File: src/design/rsct_corner_sq.sv
// Registered squaring stage for the circle corner test: squares the four
// corner deltas and the radius. No package dependencies.
`default_nettype none

module rsct_corner_sq #(
    parameter int DW = 18,
    parameter int RW = 12
) (
    input  logic                 i_clk,
    input  logic                 i_en,
    input  logic signed [DW-1:0] i_dx_left,
    input  logic signed [DW-1:0] i_dx_right,
    input  logic signed [DW-1:0] i_dy_top,
    input  logic signed [DW-1:0] i_dy_bottom,
    input  logic signed [RW-1:0] i_radius,
    output logic [2*DW-1:0]      o_sq_left,
    output logic [2*DW-1:0]      o_sq_right,
    output logic [2*DW-1:0]      o_sq_top,
    output logic [2*DW-1:0]      o_sq_bottom,
    output logic [2*RW-1:0]      o_sq_radius
);

    logic signed [2*DW-1:0] n_sq_left;
    logic signed [2*DW-1:0] n_sq_right;
    logic signed [2*DW-1:0] n_sq_top;
    logic signed [2*DW-1:0] n_sq_bottom;
    logic signed [2*RW-1:0] n_sq_radius;

    logic [2*DW-1:0] r_sq_left;
    logic [2*DW-1:0] r_sq_right;
    logic [2*DW-1:0] r_sq_top;
    logic [2*DW-1:0] r_sq_bottom;
    logic [2*RW-1:0] r_sq_radius;

    assign n_sq_left   = i_dx_left * i_dx_left;
    assign n_sq_right  = i_dx_right * i_dx_right;
    assign n_sq_top    = i_dy_top * i_dy_top;
    assign n_sq_bottom = i_dy_bottom * i_dy_bottom;
    assign n_sq_radius = i_radius * i_radius;

    always_ff @(posedge i_clk) begin
        if (i_en) begin
            r_sq_left   <= unsigned'(n_sq_left);
            r_sq_right  <= unsigned'(n_sq_right);
            r_sq_top    <= unsigned'(n_sq_top);
            r_sq_bottom <= unsigned'(n_sq_bottom);
            r_sq_radius <= unsigned'(n_sq_radius);
        end
    end

    assign o_sq_left   = r_sq_left;
    assign o_sq_right  = r_sq_right;
    assign o_sq_top    = r_sq_top;
    assign o_sq_bottom = r_sq_bottom;
    assign o_sq_radius = r_sq_radius;

endmodule

`default_nettype wire

File: config.mk
export PLATFORM = sky130hd
export DESIGN_NAME = rsct_corner_sq
export DESIGN_NICKNAME = d
export VERILOG_FILES = /design/src/design/rsct_corner_sq.sv
export SDC_FILE = /design/constraint.sdc
export NUM_CORES = 2
export LEC_CHECK = 0
export BUFFER_PORTS_ARGS = -buffer_cell sky130_fd_sc_hd__clkbuf_2
export CELL_PAD_IN_SITES_DETAIL_PLACEMENT = 2
export CELL_PAD_IN_SITES_GLOBAL_PLACEMENT = 2
export CORE_MARGIN = 8
export CORE_UTILIZATION = 45
export CTS_CLUSTER_SIZE = 24
export DETAILED_ROUTE_END_ITERATION = 8
export GPL_TIMING_DRIVEN = 0
export PLACE_DENSITY = 0.94
export RECOVER_POWER = 50
export SKIP_LAST_GASP = 1
export SLEW_MARGIN = 10
export SYNTH_ARGS = -nofsm -noshare
export SYNTH_HDL_FRONTEND = slang
export SYNTH_SLANG_ARGS = --single-unit
File: constraint.sdc
create_clock -name i_clk -period 23.4 [get_ports i_clk]
set_input_delay 4.68 -clock i_clk [delete_from_list [all_inputs] [get_ports i_clk]]
set_output_delay 4.68 -clock i_clk [all_outputs]
set_load 0.02 [all_outputs]
# Word level (Yosys, flattened, before mapping)
# Cells that the tools add are included.
# op_classes
n_reduce_logical,0
n_mux,0
bitwise,0
mul,5
addsub,0
order_cmp,0
div,0
n_shift,0
eq_ne,0
# ops
cell,count
multiplier 18 x 18 -> 36 bit,4
multiplier 12 x 12 -> 24 bit,1
# totals
memories,0
out_inout_bits,168
rom_bits,0
latch_bits,0
ram_bits,0
reg_bits,168

# Logic depth before layout (Yosys ltp)
# logic_depth
ltp_word,1
ltp_mapped,27

# Worst setup path after synthesis
# OpenSTA, ideal clock, no wires.
# synth_timing
path_kind,in2reg
startpoint,input port i_dy_bottom[17]
endpoint,"register r_sq_bottom[33], in the netlist o_sq_bottom[33] (data pin)"
n_path_buf,2
setup_slack_ns,12.571
setup_time_ns,0.258
required_time_ns,23.142
path_stages,26
t_arrival_ns,10.571
path_cell_list,clkbuf_1 buf_1 nand2_1 inv_1 fa_1 inv_1 fa_1 inv_1 ha_1 inv_1 fa_1 inv_1 fa_1 inv_1 fa_1 inv_1 ha_1 a21o_1 a21o_1 a21oi_1 and4_1 o31ai_1 a31o_2 a21o_1 a21oi_1 xnor2_1
# synth_between
elab_chain_cells,1
# synth_lines
element,line,rtl
"start, declared",14,"input logic signed [DW-1:0] i_dy_bottom,"
multiplier 18 x 18 -> 36 bit,38,assign n_sq_bottom = i_dy_bottom * i_dy_bottom;
named net n_sq_bottom[33],26,logic signed [2*DW-1:0] n_sq_bottom;
"end signal, assigned",46,r_sq_bottom <= unsigned'(n_sq_bottom);
"end, declared",32,logic [2*DW-1:0] r_sq_bottom;
# The timed path passes the listed nets, and every way through them passes these cells.
# A chain may end at the register's enable or synchronous reset.

# Worst setup path after layout
# layout_timing
startpoint,input port i_dx_left[8]
endpoint,"register r_sq_left[29], in the netlist o_sq_left[29] (data pin)"
# layout_between
elab_chain_cells,1
# layout_lines
element,line,rtl
"start, declared",11,"input logic signed [DW-1:0] i_dx_left,"
multiplier 18 x 18 -> 36 bit,35,assign n_sq_left = i_dx_left * i_dx_left;
named net n_sq_left[29],23,logic signed [2*DW-1:0] n_sq_left;
"end signal, assigned",43,r_sq_left <= unsigned'(n_sq_left);
"end, declared",29,logic [2*DW-1:0] r_sq_left;
# The timed path passes the listed nets, and every way through them passes these cells.

==> impl_metrics.yaml <==
worst_setup_path:
  arrival_ps: 13320
  critPathCaptureType: "flip-flop"
  worst-path-buf-inv: 7
  critPathMostFrequentCell: "fa_1"
  critical-path-top-delay-family: "adder cells"
  crit_path_cell_trace: "clkbuf_2 -> clkbuf_1 -> clkbuf_1 -> nand2_1 -> fa_1 -> fa_1 -> fa_1 -> fa_1 -> inv_1 -> fa_1 -> inv_1 -> fa_1 -> inv_1 -> ha_1 -> clkbuf_1 -> nand4_1 -> a211oi_1 -> o211ai_1 -> a21oi_1 -> o221ai_1 -> a21oi_1 -> o21ai_0 -> mux2i_1 -> nand2_1"
  worstPathRequired_ps: 23680
  cp_slowest_cell: "clkbuf_1"
  cp_num_cells: 24
  startpoint: "i_dx_left[8]"
  timing_worst_setup_path_type: "primary input to flip-flop"
  critical-path-max-stage-delay_ps: 740
  worstSetupEndpoint: "o_sq_left[29]"
  timing.critical_path.fanout_max: 10
  timing.critical_path.from_type: "primary input"
grt:
  grt_pass1_vias: 51600
  grt_antenna_before_repair: 10
  grt_max_degree: 83
  global_routing_usage_summed_across_all_routing_layers_pct: 34.1
  grt_first_pass_wirelength_mm: 331
  grt_overflow_total: 0
logic_synthesis:
  synthesis.area_sq_um: 53700
  synth.yosys.warnings: 0
  synth.avg_cell_area_sq_um: 9.69
  ys_seq_elements: 163
  synth_largest_type_area_fraction_pct: 48.5
  yosysUniqueCellTypes: 69
  gate_count_post_synth: 5541
  ys_top_cells_by_area: "fa_1 (49%), inv_1 (13%), ha_1 (11%), edfxtp_1 (9.1%), nand2_1 (3.5%)"
  post-synth-top-area-cell: "fa_1"
  synth_edf_count: 163
  ys_seq_area_share_pct: 9.12
  synthFlopType: "edfxtp_1"
  postSynth.asyncResetShare_pct: 0
place:
  port_buffers: 238
  place_congestion: 0.878
  post-place-cells: 7321
  dp_hpwl_mm: 191
status:
  failing_checks: "max-capacitance violations, max-slew violations"
  run_status: "finished with violations"
clock_tree:
  htree_levels: 4
  hold_buffer_count_at_cts: 0
  clkSinkCount: 163
  clock_tree.buffer_depth: 2
  tritoncts: "built"
  clkTransAtPathRegs_ps: 80
  postCtsSetupRepairBufs: 0
  post_cts_resized: 0
  cts-buffers-inserted: 17
  clock_tree.root_cell: "clkbuf_16"
drt:
  dr.pass1.iters: 5
  detail_route.wl_per_cell_microns: 29.8
  totalWireLength_mm: 219
  dr.first_iter.drc_count: 2317
  vias: 40800
  drcViolationCount: 0
  ant_nets: 0
  drt-vias-per-instance: 5.55
die:
  rows: 126
  die_width_microns: 361
  io_pins: 254
  dieArea_sq_um: 131000
  core_footprint_sq_um: 118000
  die_height_microns: 361
  start_util_pct: 45.4
timing:
  worst_slew_pin_slew_ps: 5550
  max-slew-margin-rel_pct: -270
  hold_violations: 0
  setup-tns-final_ps: 0
  hold_ws_ps: 4530
  setup_repair_after_global_routing_missed_its_margin: "no"
  number_of_max_slew_violations_in_the_final_report: 166
  setup_violations: 0
  max_freq_mhz: 76.7
  period_share_pct: 55.7
  finalCriticalPeriod_ps: 13030
job:
  cap_viol_max_count: 2
layout:
  final_standard_cell_utilization_of_the_core_pct: 48.5
  finalNonFillerCells: 7363
  syn2layout_area_growth_pct: 6.75
  finalNetCount: 7671
  drive_above_1_share_pct: 3.95
  nFillCells: 12600
worst_hold_path:
  min_path_type: "primary input to flip-flop"
[cell usage after synthesis, types with 14 or more instances]
| library cell | number |
|---|---|
| and3_1 | 17 |
| or3_1 | 15 |
| and2_1 | 200 |
| a21oi_1 | 115 |
| xor2_1 | 51 |
| nor2b_1 | 33 |
| o21bai_1 | 19 |
| clkbuf_1 | 136 |
| fa_1 | 1301 |
| nand2_1 | 502 |
| nand2b_1 | 43 |
| a31oi_1 | 14 |
| ha_1 | 480 |
| nor3_1 | 21 |
| edfxtp_1 | 163 |
| nand3_1 | 26 |
| nor2_1 | 153 |
| a21o_1 | 52 |
| a31o_2 | 14 |
| o21a_1 | 21 |
| inv_1 | 1805 |
| o21ai_0 | 48 |
| xnor2_1 | 161 |
[per-stage QoR]
stage               area (sq um)  setup slack, ps
floorplan                  53700            12570
global placement           56800            10570
detailed placement         56800            10120
CTS                        57400            10710
global route               57300            10300
finish                     57300            10370
[layout by cell type (no fill, tap or decap), drive strengths merged, types with 14 or more instances in the layout]
cell and count:
xor2 51, nor2b 33, and2 200, o21a 21, o21bai 19, or3 15
nor3 21, a21oi 115, a31o 15, nor2 153, a31oi 14, ha 480
xnor2 161, a21o 52, clkbuf 393, nand2b 43, nand3 26, o21ai 50
and3 17, buf 14, nand2 502, fa 1301, inv 1811, edfxtp 163
[per-layer routing]
layer / wire length, microns / vias to the layer above / GRT usage (%)
li1: - / 16600 / -
met1: 75100 / 21600 / 35.4
met2: 116000 / 1736 / 62.5
met3: 11800 / 907 / 7.00
met4: 16400 / 4 / 21.6
met5: 25 / - / 0
[registers in the layout, indices dropped and copies added, names as in the netlist]
name	flops
o_sq_right	35
o_sq_left	35
o_sq_bottom	35
o_sq_top	35
o_sq_radius	23
[cells by family after synthesis]
kind of cell / count (synthesis) / synth area share (%)
AOI/OAI and AO/OA: 370 / 4.65
other: 1 / 0.00699
xor gates and xnor gates: 212 / 3.46
DFF: 163 / 9.12
buffers and inverters: 1954 / 13.7
and+or+nand+nor: 1047 / 9.09
muxes: 13 / 0.245
adders and majority gates: 1781 / 59.7
[worst min path at each step]
stage          cells after the start  slack [ps]           start              to
2_1_floorplan                      0        4780  i_dy_bottom[0]  o_sq_bottom[0]
3_3_place_gp                       1        5000     i_radius[0]  o_sq_radius[0]
3_5_place_dp                       1        4990     i_radius[0]  o_sq_radius[0]
4_1_cts                            1        4420     i_radius[0]  o_sq_radius[0]
5_1_grt                            1        4510     i_radius[0]  o_sq_radius[0]
6_report                           1        4530     i_radius[0]  o_sq_radius[0]
[final cells by class]
cell class | instances | area [sq um] | share of cell area, %
antenna | 10 | 25.0 | 0.0437
clock inverter | 14 | 128 | 0.223
clock buffer | 18 | 429 | 0.749
timing repair buffer | 240 | 1100 | 1.93
tap | 1536 | 1920 | 3.35
sequential | 163 | 4890 | 8.54
buffer | 149 | 579 | 1.01
inverter | 1805 | 6780 | 11.8
multi-input combinational | 3428 | 41400 | 72.3
Power is left out: the tool's default activity adds up to more than one toggle a clock period on the data nets, which glitch-free logic cannot reach.
