[src/design/rsct_pkg.sv]
// Shared types, defaults and helpers for the rectangle shape collision test unit.
// No dependencies; imported by rsct_place and the top level.
`default_nettype none

package rsct_pkg;

    localparam int POS_WIDTH_DEF    = 16;
    localparam int OFFSET_WIDTH_DEF = 12;

    localparam logic ACT_LOAD = 1'b0;
    localparam logic ACT_TEST = 1'b1;

    localparam logic SHAPE_RECT   = 1'b0;
    localparam logic SHAPE_CIRCLE = 1'b1;

    typedef struct packed {
        logic valid;
        logic early_hit;
        logic corner_en;
    } t_stage_ctl;

    // width of a placed world edge: position plus a flipped offset, with headroom
    function automatic int edge_w(input int pos_w, input int off_w);
        int wide;
        wide = (pos_w > off_w + 2) ? pos_w : off_w + 2;
        return wide + 1;
    endfunction

endpackage

`default_nettype wire

[src/design/rsct_place.sv]
// Places a shape in world space: adds offsets to the object position, flips them
// when mirrored and sorts the rectangle edges. Depends on rsct_pkg.
`default_nettype none

module rsct_place #(
    parameter int POS_WIDTH    = rsct_pkg::POS_WIDTH_DEF,
    parameter int OFFSET_WIDTH = rsct_pkg::OFFSET_WIDTH_DEF,
    localparam int EW          = rsct_pkg::edge_w(POS_WIDTH, OFFSET_WIDTH)
) (
    input  logic signed [POS_WIDTH-1:0]    i_pos_x,
    input  logic signed [POS_WIDTH-1:0]    i_pos_y,
    input  logic                           i_mirrored,
    input  logic        [OFFSET_WIDTH-1:0] i_frame_width,
    input  logic signed [OFFSET_WIDTH-1:0] i_geom_a,
    input  logic signed [OFFSET_WIDTH-1:0] i_geom_b,
    input  logic signed [OFFSET_WIDTH-1:0] i_geom_c,
    input  logic signed [OFFSET_WIDTH-1:0] i_geom_d,
    output logic signed [EW-1:0]           o_left,
    output logic signed [EW-1:0]           o_right,
    output logic signed [EW-1:0]           o_top,
    output logic signed [EW-1:0]           o_bottom,
    output logic signed [EW-1:0]           o_cx,
    output logic signed [EW-1:0]           o_cy
);
    import rsct_pkg::*;

    logic signed [EW-1:0] w_px;
    logic signed [EW-1:0] w_py;
    logic signed [EW-1:0] w_fw;
    logic signed [EW-1:0] w_a;
    logic signed [EW-1:0] w_b;
    logic signed [EW-1:0] w_c;
    logic signed [EW-1:0] w_d;
    logic signed [EW-1:0] w_x1;
    logic signed [EW-1:0] w_x2;
    logic signed [EW-1:0] w_y1;
    logic signed [EW-1:0] w_y2;

    assign w_px = EW'(i_pos_x);
    assign w_py = EW'(i_pos_y);
    assign w_fw = signed'(EW'(i_frame_width));
    assign w_a  = EW'(i_geom_a);
    assign w_b  = EW'(i_geom_b);
    assign w_c  = EW'(i_geom_c);
    assign w_d  = EW'(i_geom_d);

    assign w_x1 = i_mirrored ? (w_px + (w_fw - w_a)) : (w_px + w_a);
    assign w_x2 = i_mirrored ? (w_px + (w_fw - w_c)) : (w_px + w_c);
    assign w_y1 = w_py + w_b;
    assign w_y2 = w_py + w_d;

    always_comb begin
        o_left   = (w_x1 < w_x2) ? w_x1 : w_x2;
        o_right  = (w_x1 < w_x2) ? w_x2 : w_x1;
        o_top    = (w_y1 < w_y2) ? w_y1 : w_y2;
        o_bottom = (w_y1 < w_y2) ? w_y2 : w_y1;
    end

    assign o_cx = w_x1;
    assign o_cy = w_y1;

endmodule

`default_nettype wire

[config.mk]
export PLATFORM = sky130hd
export DESIGN_NAME = rsct_place
export DESIGN_NICKNAME = d
export VERILOG_FILES = /design/src/design/rsct_pkg.sv /design/src/design/rsct_place.sv
export SDC_FILE = /design/constraint.sdc
export NUM_CORES = 1
export LEC_CHECK = 0
export BUFFER_PORTS_ARGS = -buffer_cell sky130_fd_sc_hd__buf_4
export CAP_MARGIN = 20
export CORE_MARGIN = 1
export CORE_UTILIZATION = 50
export DETAILED_ROUTE_END_ITERATION = 6
export PLACE_DENSITY = 0.76
export SLEW_MARGIN = 10
export SYNTH_ARGS = -nofsm -noshare
export SYNTH_HDL_FRONTEND = slang
export SYNTH_SLANG_ARGS = --single-unit
export TNS_END_PERCENT = 20
[constraint.sdc]
create_clock -name vclk -period 7.3
set_input_delay 1.095 -clock vclk [all_inputs]
set_output_delay 1.095 -clock vclk [all_outputs]
set_load 0.02 [all_outputs]
== Word level (Yosys, flattened, before mapping) ==
Cells that the tools add are included.
Storage, ports and cells
  output and inout bits: 102
  input bits: 93
  register bits: 0
  word-level logic and storage cells: 16
Cells by class
  add/subtract/negate cells: 8
  mux-type cells: 6
  magnitude comparators: 2
Operator list (count)
  17-bit 2-to-1 mux: 6
  16-bit by 12-bit adder with 17-bit output: 4
  16-bit by 14-bit adder with 17-bit output: 2
  17-bit less-than comparator: 2
  13-bit by 12-bit subtractor with 14-bit output: 2

== Depth between registers and ports, before layout ==
Gate-level depths: netlist of the first run.
  depth in word-level cells: 5
  depth in mapped cells: 23
  gate-level depth less buffers: 22

== Worst setup path after synthesis of the first run ==
Ideal clock, no wire load.
  path type: input port to output port
  start: input i_pos_x[1]
  end: output o_right[5]
  arrival time: 6.045 ns
  cell stages on the path: 22
  path slack: 0.160 ns
  data required time: 6.205 ns
  path buffers: 2
  path through: inv_1 fa_1 inv_1 fa_1 a21oi_1 o211ai_1 a21oi_1 o21bai_1 a221oi_1 xor2_1 nor2_1 a21oi_1 ha_1 nand4_1 or2_2 o221a_2 o211ai_2 mux2i_1 buf_6 buf_2 nor2_1 a21oi_1
On the way
  word-level cells in the longest chain between the ends: 4
  elaborated cells on any way between the ends: 8
  classes of those cells: 4 x add/sub; 1 x order compare; 3 x mux
Ends and longest elaborated chain
  start, declared: line rsct_place.sv:10  | input logic signed [POS_WIDTH-1:0] i_pos_x,
  16-bit by 12-bit adder with 17-bit output / 16-bit by 14-bit adder with 17-bit output (equally long branches): line rsct_place.sv:47  | assign w_x1 = i_mirrored ? (w_px + (w_fw - w_a)) : (w_px + w_a);
  17-bit 2-to-1 mux (*): line rsct_place.sv:47
  net o_cx[16]: line rsct_place.sv:22  | output logic signed [EW-1:0] o_cx,
  17-bit less-than comparator (*): line rsct_place.sv:54  | o_right = (w_x1 < w_x2) ? w_x2 : w_x1;
  17-bit 2-to-1 mux (*): line rsct_place.sv:54
  end, declared: line rsct_place.sv:19  | output logic signed [EW-1:0] o_right,
The timed path passes the listed nets; every way through them passes the cells marked *.

== Worst setup path after layout of the first run ==
  start: input i_pos_x[1]
  end: output o_right[14]
On the way
  word-level cells in the longest chain between the ends: 4
  elaborated cells on any way between the ends: 8
  classes of those cells: 4 x add/sub; 1 x order compare; 3 x mux
Ends and longest elaborated chain (line)
  16-bit by 12-bit adder with 17-bit output (tied with other cells): rsct_place.sv:47
  17-bit 2-to-1 mux (on tied branches): rsct_place.sv:47, rsct_place.sv:48
  17-bit less-than comparator: rsct_place.sv:54
  17-bit 2-to-1 mux (*): rsct_place.sv:54
Every way passes the cells marked *; elsewhere a longest branch is shown, timed or not.

==> flow_summary.toml, run 1 <==
[worst_setup_path]
critical-path-top-cell-by-count = "sky130_fd_sc_hd__buf_4"
critPathKind = "in -> out"
crit_family = "compound AO/OA/AOI/OAI gates"
worst-endpoint-arrival_ns = 5.98
timing.critical_path.from_type = "input pin"
critPathRequiredTime_ns = 6.20
crit_path_end_kind = "output port"
cp_cell_sequence = "buf_4, inv_1, fa_1, inv_1, fa_2, a211oi_4, o21ai_1, a31oi_1, buf_4, o22ai_1, a211o_1, a21boi_0, ha_1, nand4_1, or2_2, o221a_2, o211ai_4, mux2i_4, buf_12, nor2_1, a221o_1, buf_4"
critPathLaunch = "i_pos_x[1]"
worstPathBufferInverterCount = 6
crit_cells = 22
worst_path_max_delay_cell = "sky130_fd_sc_hd__fa_1"
critical-path-max-stage-delay_ns = 0.57
worst-path-max-fanout = 11

[detailed_routing]
final_antenna_net_count = 0
detail_route.drc_violations = 0
wirelength_um = 23010
drt_iter0_markers = 560
num_vias = 8291
routed_via_count_divided_by_cell_count = 5.617
wl_per_cell_um = 15.59
detailed_routing_iterations_pass_1 = 5

[synth]
synth.net_count = 1347
synth_seq_area_share = 0
netlist_instances = 1066
synth-warning-count = 0
ys_top_cells_by_area = "sky130_fd_sc_hd__ha_1 (25%), sky130_fd_sc_hd__inv_1 (7.6%), sky130_fd_sc_hd__fa_1 (7.1%)"
netlist_area_sq_um = 7855
yosysTopAreaCellShare = 0.2549
synth_area_per_cell_sq_um = 7.369
yosys.area.top_type = "sky130_fd_sc_hd__ha_1"
netlist-cell-type-count = 73

[placed_design]
numPortBuffers = 195
hpwlAfterDp_um = 19380
finalWeightedCongestion = 0.9844

[final_layout]
area.growth.synth_to_final_pct = 24.61
num-clock-buffers = 0
final_cell_mix = "sky130_fd_sc_hd__buf_4 (221), sky130_fd_sc_hd__inv_1 (160), sky130_fd_sc_hd__ha_1 (160)"
final_common_cell = "sky130_fd_sc_hd__buf_4"
layout.sequential_cells = 0
finish.net_count = 1548
fill_cells = 1385
multiInputGateArea_sq_um = 7219
layout.core_utilization = 0.6415
register_area_sq_um = 0
count_of_antenna_diodes_in_the_layout = 0
drive_gt1_frac = 0.2221

[power_and_ir_drop]
power_per_cell_area_nw_per_um2 = 223.6
total_power_mw = 2.189
power.ir.vdd_worst_v = 0.0002429
static_leakage_nw = 5.143

[global_routing]
global_route_wire_length_before_repair_um = 36330
number_of_antenna_violations_at_the_first_check_in_global_routing = 0
global_route_usage_over_all_layers = 0.2719
grt_start_max_net_pins = 45
grt_pass1_vias = 7455
overflow = 0

[die]
die_h_um = 127.3
num_rows = 45
die_area_sq_um = 16220
top_level_ports = 195
chipWidth_um = 127.3
initial_core_utilization = 0.5148
fp.coreArea_sq_um = 15260

[sta]
min_period_over_period = 0.9696
final.min_clock_period_ns = 7.078
report.final.hold_viol_count = 0
finalSetupViolCount = 0
timing.final.max_slew_violations = 0
fmax_ghz = 0.1413
timing.slew.headroom = 0.5277
worst_pin_slew_ns = 0.7043

[clocking]
holdBufCountCts = 0

[min_path]
min-delay-path-class = "in -> out"
worst_hold_path.num_cells = 3
origin_of_the_worst_min_delay_path = "i_geom_b[0]"

[run_status]
run_status = "complete, no violations"

[run]
maxCapViolCount = 0
[cells by family after synthesis]
kind of cell	after synthesis	synth area share
AO/OA/AOI/OAI	316	0.2651
AND/OR/NAND/NOR	246	0.1515
adder cells (fa/ha/maj)	188	0.3262
buffers and inverters	184	0.09334
XOR/XNOR	70	0.07805
multiplexers	62	0.08586
[metrics by stage]
stage | TNS, ns | std cells | setup slack, ns | instance area [sq um] | hold slack (ns)
6_report | 0 | 1476 | 0.2219 | 9788 | 2.568
5_1_grt | -0.2410 | 1476 | -0.04039 | 9788 | 2.599
4_1_cts | 0 | 1463 | 0.06166 | 9597 | 2.570
3_5_place_dp | 0 | 1463 | 0.02129 | 9592 | 2.570
3_3_place_gp | 0 | 1463 | 0.1410 | 9592 | 2.563
2_1_floorplan | 0 | 1066 | 0.1602 | 7855 | 2.421
[Yosys cell counts (all sizes together), types with 18 or more instances]
cell type  instances
a21o              33
a21oi             86
fa                28
ha               160
inv              160
mux2              23
mux2i             37
nand2             54
nor2              81
nor2b             18
nor3              21
o21ai             73
xnor2             45
xor2              25
[metal layers]
metal	track usage	wire length, um	vias up
met5	0	0	-
met4	0.05182	459	0
met3	0.008375	1208	26
met2	0.4725	10870	250
met1	0.3763	10470	3853
li1	-	-	4162
[layout make-up]
cell class	instances	area share
multi-input cells	882	0.7376
repair buffers	223	0.1741
inverters	160	0.06136
well taps	211	0.02697
[timing repair]
action,in CTS,in global routing
endpoints found under the hold margin,0,0
pin swaps,0,7
gates cloned,0,1
buffers inserted,0,12
endpoints found under the setup margin,3,34
resized for setup,1,17
[where the power goes]
| group | internal (mW) | total, mW | switching, mW |
|---|---|---|---|
| clock | 0 | 0 | 0 |
| sequential | 0 | 0 | 0 |
| combinational | 0.972 | 2.19 | 1.22 |
[final timing paths]
path / endpoint
setup / recovery: o_right[14]
hold / removal: o_cy[0]
(Power assumes the default switching activity.)
==> inputs of run 2 (changes only) <==
- clock period: 7.3 -> 7.15 ns (I/O delays scaled with it)
==> run 2 against run 1 <==
Against the previous run: cell area is 1.5% higher; power is 3.2% higher; worst setup slack worse by 0.055 ns; utilization is 0.96 points higher; final cell count is 0.27% higher.
==> flow_summary.toml, run 2 (synthesis gave the netlist of run 1 again) <==
[sta]
fmax_ghz = 0.1432
final.min_clock_period_ns = 6.983
report.final.hold_viol_count = 0
worst_pin_slew_ns = 0.6528
finalSetupViolCount = 0
final.setup.tns_ns = 0
timing.final.max_slew_violations = 0
min_period_over_period = 0.9766
timing.slew.headroom = 0.5619

[placed_design]
hpwlAfterDp_um = 19560
finalWeightedCongestion = 0.9580
numPortBuffers = 195

[final_layout]
count_of_antenna_diodes_in_the_layout = 0
final_common_cell = "sky130_fd_sc_hd__buf_4"
finish.net_count = 1552
area.growth.synth_to_final_pct = 26.47
num-clock-buffers = 0
final_cell_mix = "sky130_fd_sc_hd__buf_4 (224), sky130_fd_sc_hd__inv_1 (159), sky130_fd_sc_hd__ha_1 (159)"
layout.sequential_cells = 0
register_area_sq_um = 0
fill_cells = 1378
drive_gt1_frac = 0.2380

[detailed_routing]
detailed_routing_iterations_pass_1 = 5
drt_iter0_markers = 485
detail_route.drc_violations = 0
wirelength_um = 23550
routed_via_count_divided_by_cell_count = 5.555
num_vias = 8222
final_antenna_net_count = 0
wl_per_cell_um = 15.91

[power_and_ir_drop]
static_leakage_nw = 5.186
power.ir.vdd_worst_v = 0.0002843
power_per_cell_area_nw_per_um2 = 227.3
total_power_mw = 2.258

[die]
fp.coreArea_sq_um = 15260
chipWidth_um = 127.3
num_rows = 45
die_h_um = 127.3
top_level_ports = 195
die_area_sq_um = 16220
initial_core_utilization = 0.5148

[worst_setup_path]
crit_path_end_kind = "output port"
worst-endpoint-arrival_ns = 5.91
critPathKind = "in -> out"
worst-path-max-fanout = 7
timing.critical_path.from_type = "input pin"
critPathRequiredTime_ns = 6.08

[global_routing]
overflow = 0
grt.met1_usage = 0.3802
grt_pass1_vias = 7696
top_usage_layer = "met2"
global_route_wire_length_before_repair_um = 37180
grt_util_met3 = 0.01173
global_route_usage_over_all_layers = 0.2785
number_of_antenna_violations_at_the_first_check_in_global_routing = 0
grt_start_max_net_pins = 45
grtUsageMet2 = 0.4879

[min_path]
min-delay-path-class = "in -> out"

[run]
maxCapViolCount = 0

[run_status]
run_status = "complete, no violations"
==> run 2: cell count changes in the layout (fill, tap and decap cells not counted), moves of 2 or more <==
cell                      previous run  this run
sky130_fd_sc_hd__o21ai_0            69        64
sky130_fd_sc_hd__a21oi_1            82        79
sky130_fd_sc_hd__buf_4             221       224
sky130_fd_sc_hd__o21ai_1             3         6
sky130_fd_sc_hd__a21oi_2             4         6
sky130_fd_sc_hd__o21ai_2             1         3
sky130_fd_sc_hd__o31ai_2             3         1
==> run 2: area by class of cell <==
class / instances / area [sq um] / area share
Inverter: 160 / 604.3 / 0.06083
Multi-Input combinational cell: 882 / 7333 / 0.7382
Tap cell: 211 / 264.0 / 0.02657
Timing Repair Buffer: 227 / 1733 / 0.1744
==> run 2: repair_timing <==
action                     CTS  global route
setup endpoints to repair   19            34
resized for setup           10            39
hold buffers                 0             0
pin swaps                    3            24
buffers inserted             3            16
cloned                       1             0
==> run 2: where the power goes <==
group / switching, mW / leakage [nW] / internal [mW]
clock network: 0 / 0 / 0
logic: 1.26 / 5.19 / 0.996
registers: 0 / 0 / 0
==> run 2: per-layer routing <==
layer / wire, um / up-vias / share of wire
met4: 540 / 0 / 0.023
met1: 10700 / 3766 / 0.45
met2: 11250 / 249 / 0.48
met3: 1064 / 34 / 0.045
li1: - / 4173 / -
met5: 0 / - / 0
==> run 2: worst max-delay path: stages <==
cell	delay, ns
sky130_fd_sc_hd__buf_4	0.13
sky130_fd_sc_hd__clkinvlp_4	0.13
sky130_fd_sc_hd__fa_1	0.50
sky130_fd_sc_hd__inv_1	0.07
sky130_fd_sc_hd__fa_2	0.39
sky130_fd_sc_hd__a21oi_4	0.19
sky130_fd_sc_hd__o211ai_1	0.19
sky130_fd_sc_hd__a21oi_2	0.27
sky130_fd_sc_hd__o21bai_4	0.12
sky130_fd_sc_hd__a221oi_2	0.29
sky130_fd_sc_hd__xor2_1	0.11
sky130_fd_sc_hd__nor2_1	0.19
sky130_fd_sc_hd__a21oi_2	0.07
sky130_fd_sc_hd__ha_1	0.32
sky130_fd_sc_hd__nand4_1	0.17
sky130_fd_sc_hd__or2_4	0.27
sky130_fd_sc_hd__o221a_2	0.25
sky130_fd_sc_hd__o211ai_4	0.14
sky130_fd_sc_hd__mux2i_4	0.33
sky130_fd_sc_hd__buf_12	0.15
sky130_fd_sc_hd__nor2_1	0.06
sky130_fd_sc_hd__a221o_1	0.32
sky130_fd_sc_hd__buf_4	0.16
==> run 2: through the flow <==
step	instance area (sq um)	instances	util	worst slack (ns)	hold WS, ns
after global placement	9577	1461	0.6276	-0.008875	2.519
after global routing	9935	1480	0.6511	-0.04703	2.550
after floorplan	7855	1066	-	0.05518	2.376
final	9935	1480	0.6511	0.1672	2.522
after detailed placement	9577	1461	0.6276	-0.1499	2.537
after CTS	9674	1465	0.6340	0.005577	2.533
==> run 2: final timing paths <==
check                        from          end  slack (ns)  cells past startpoint
worst max-delay path   i_pos_x[1]  o_right[14]        0.17                     23
worst min-delay path  i_geom_b[0]      o_cy[0]        2.52                      3
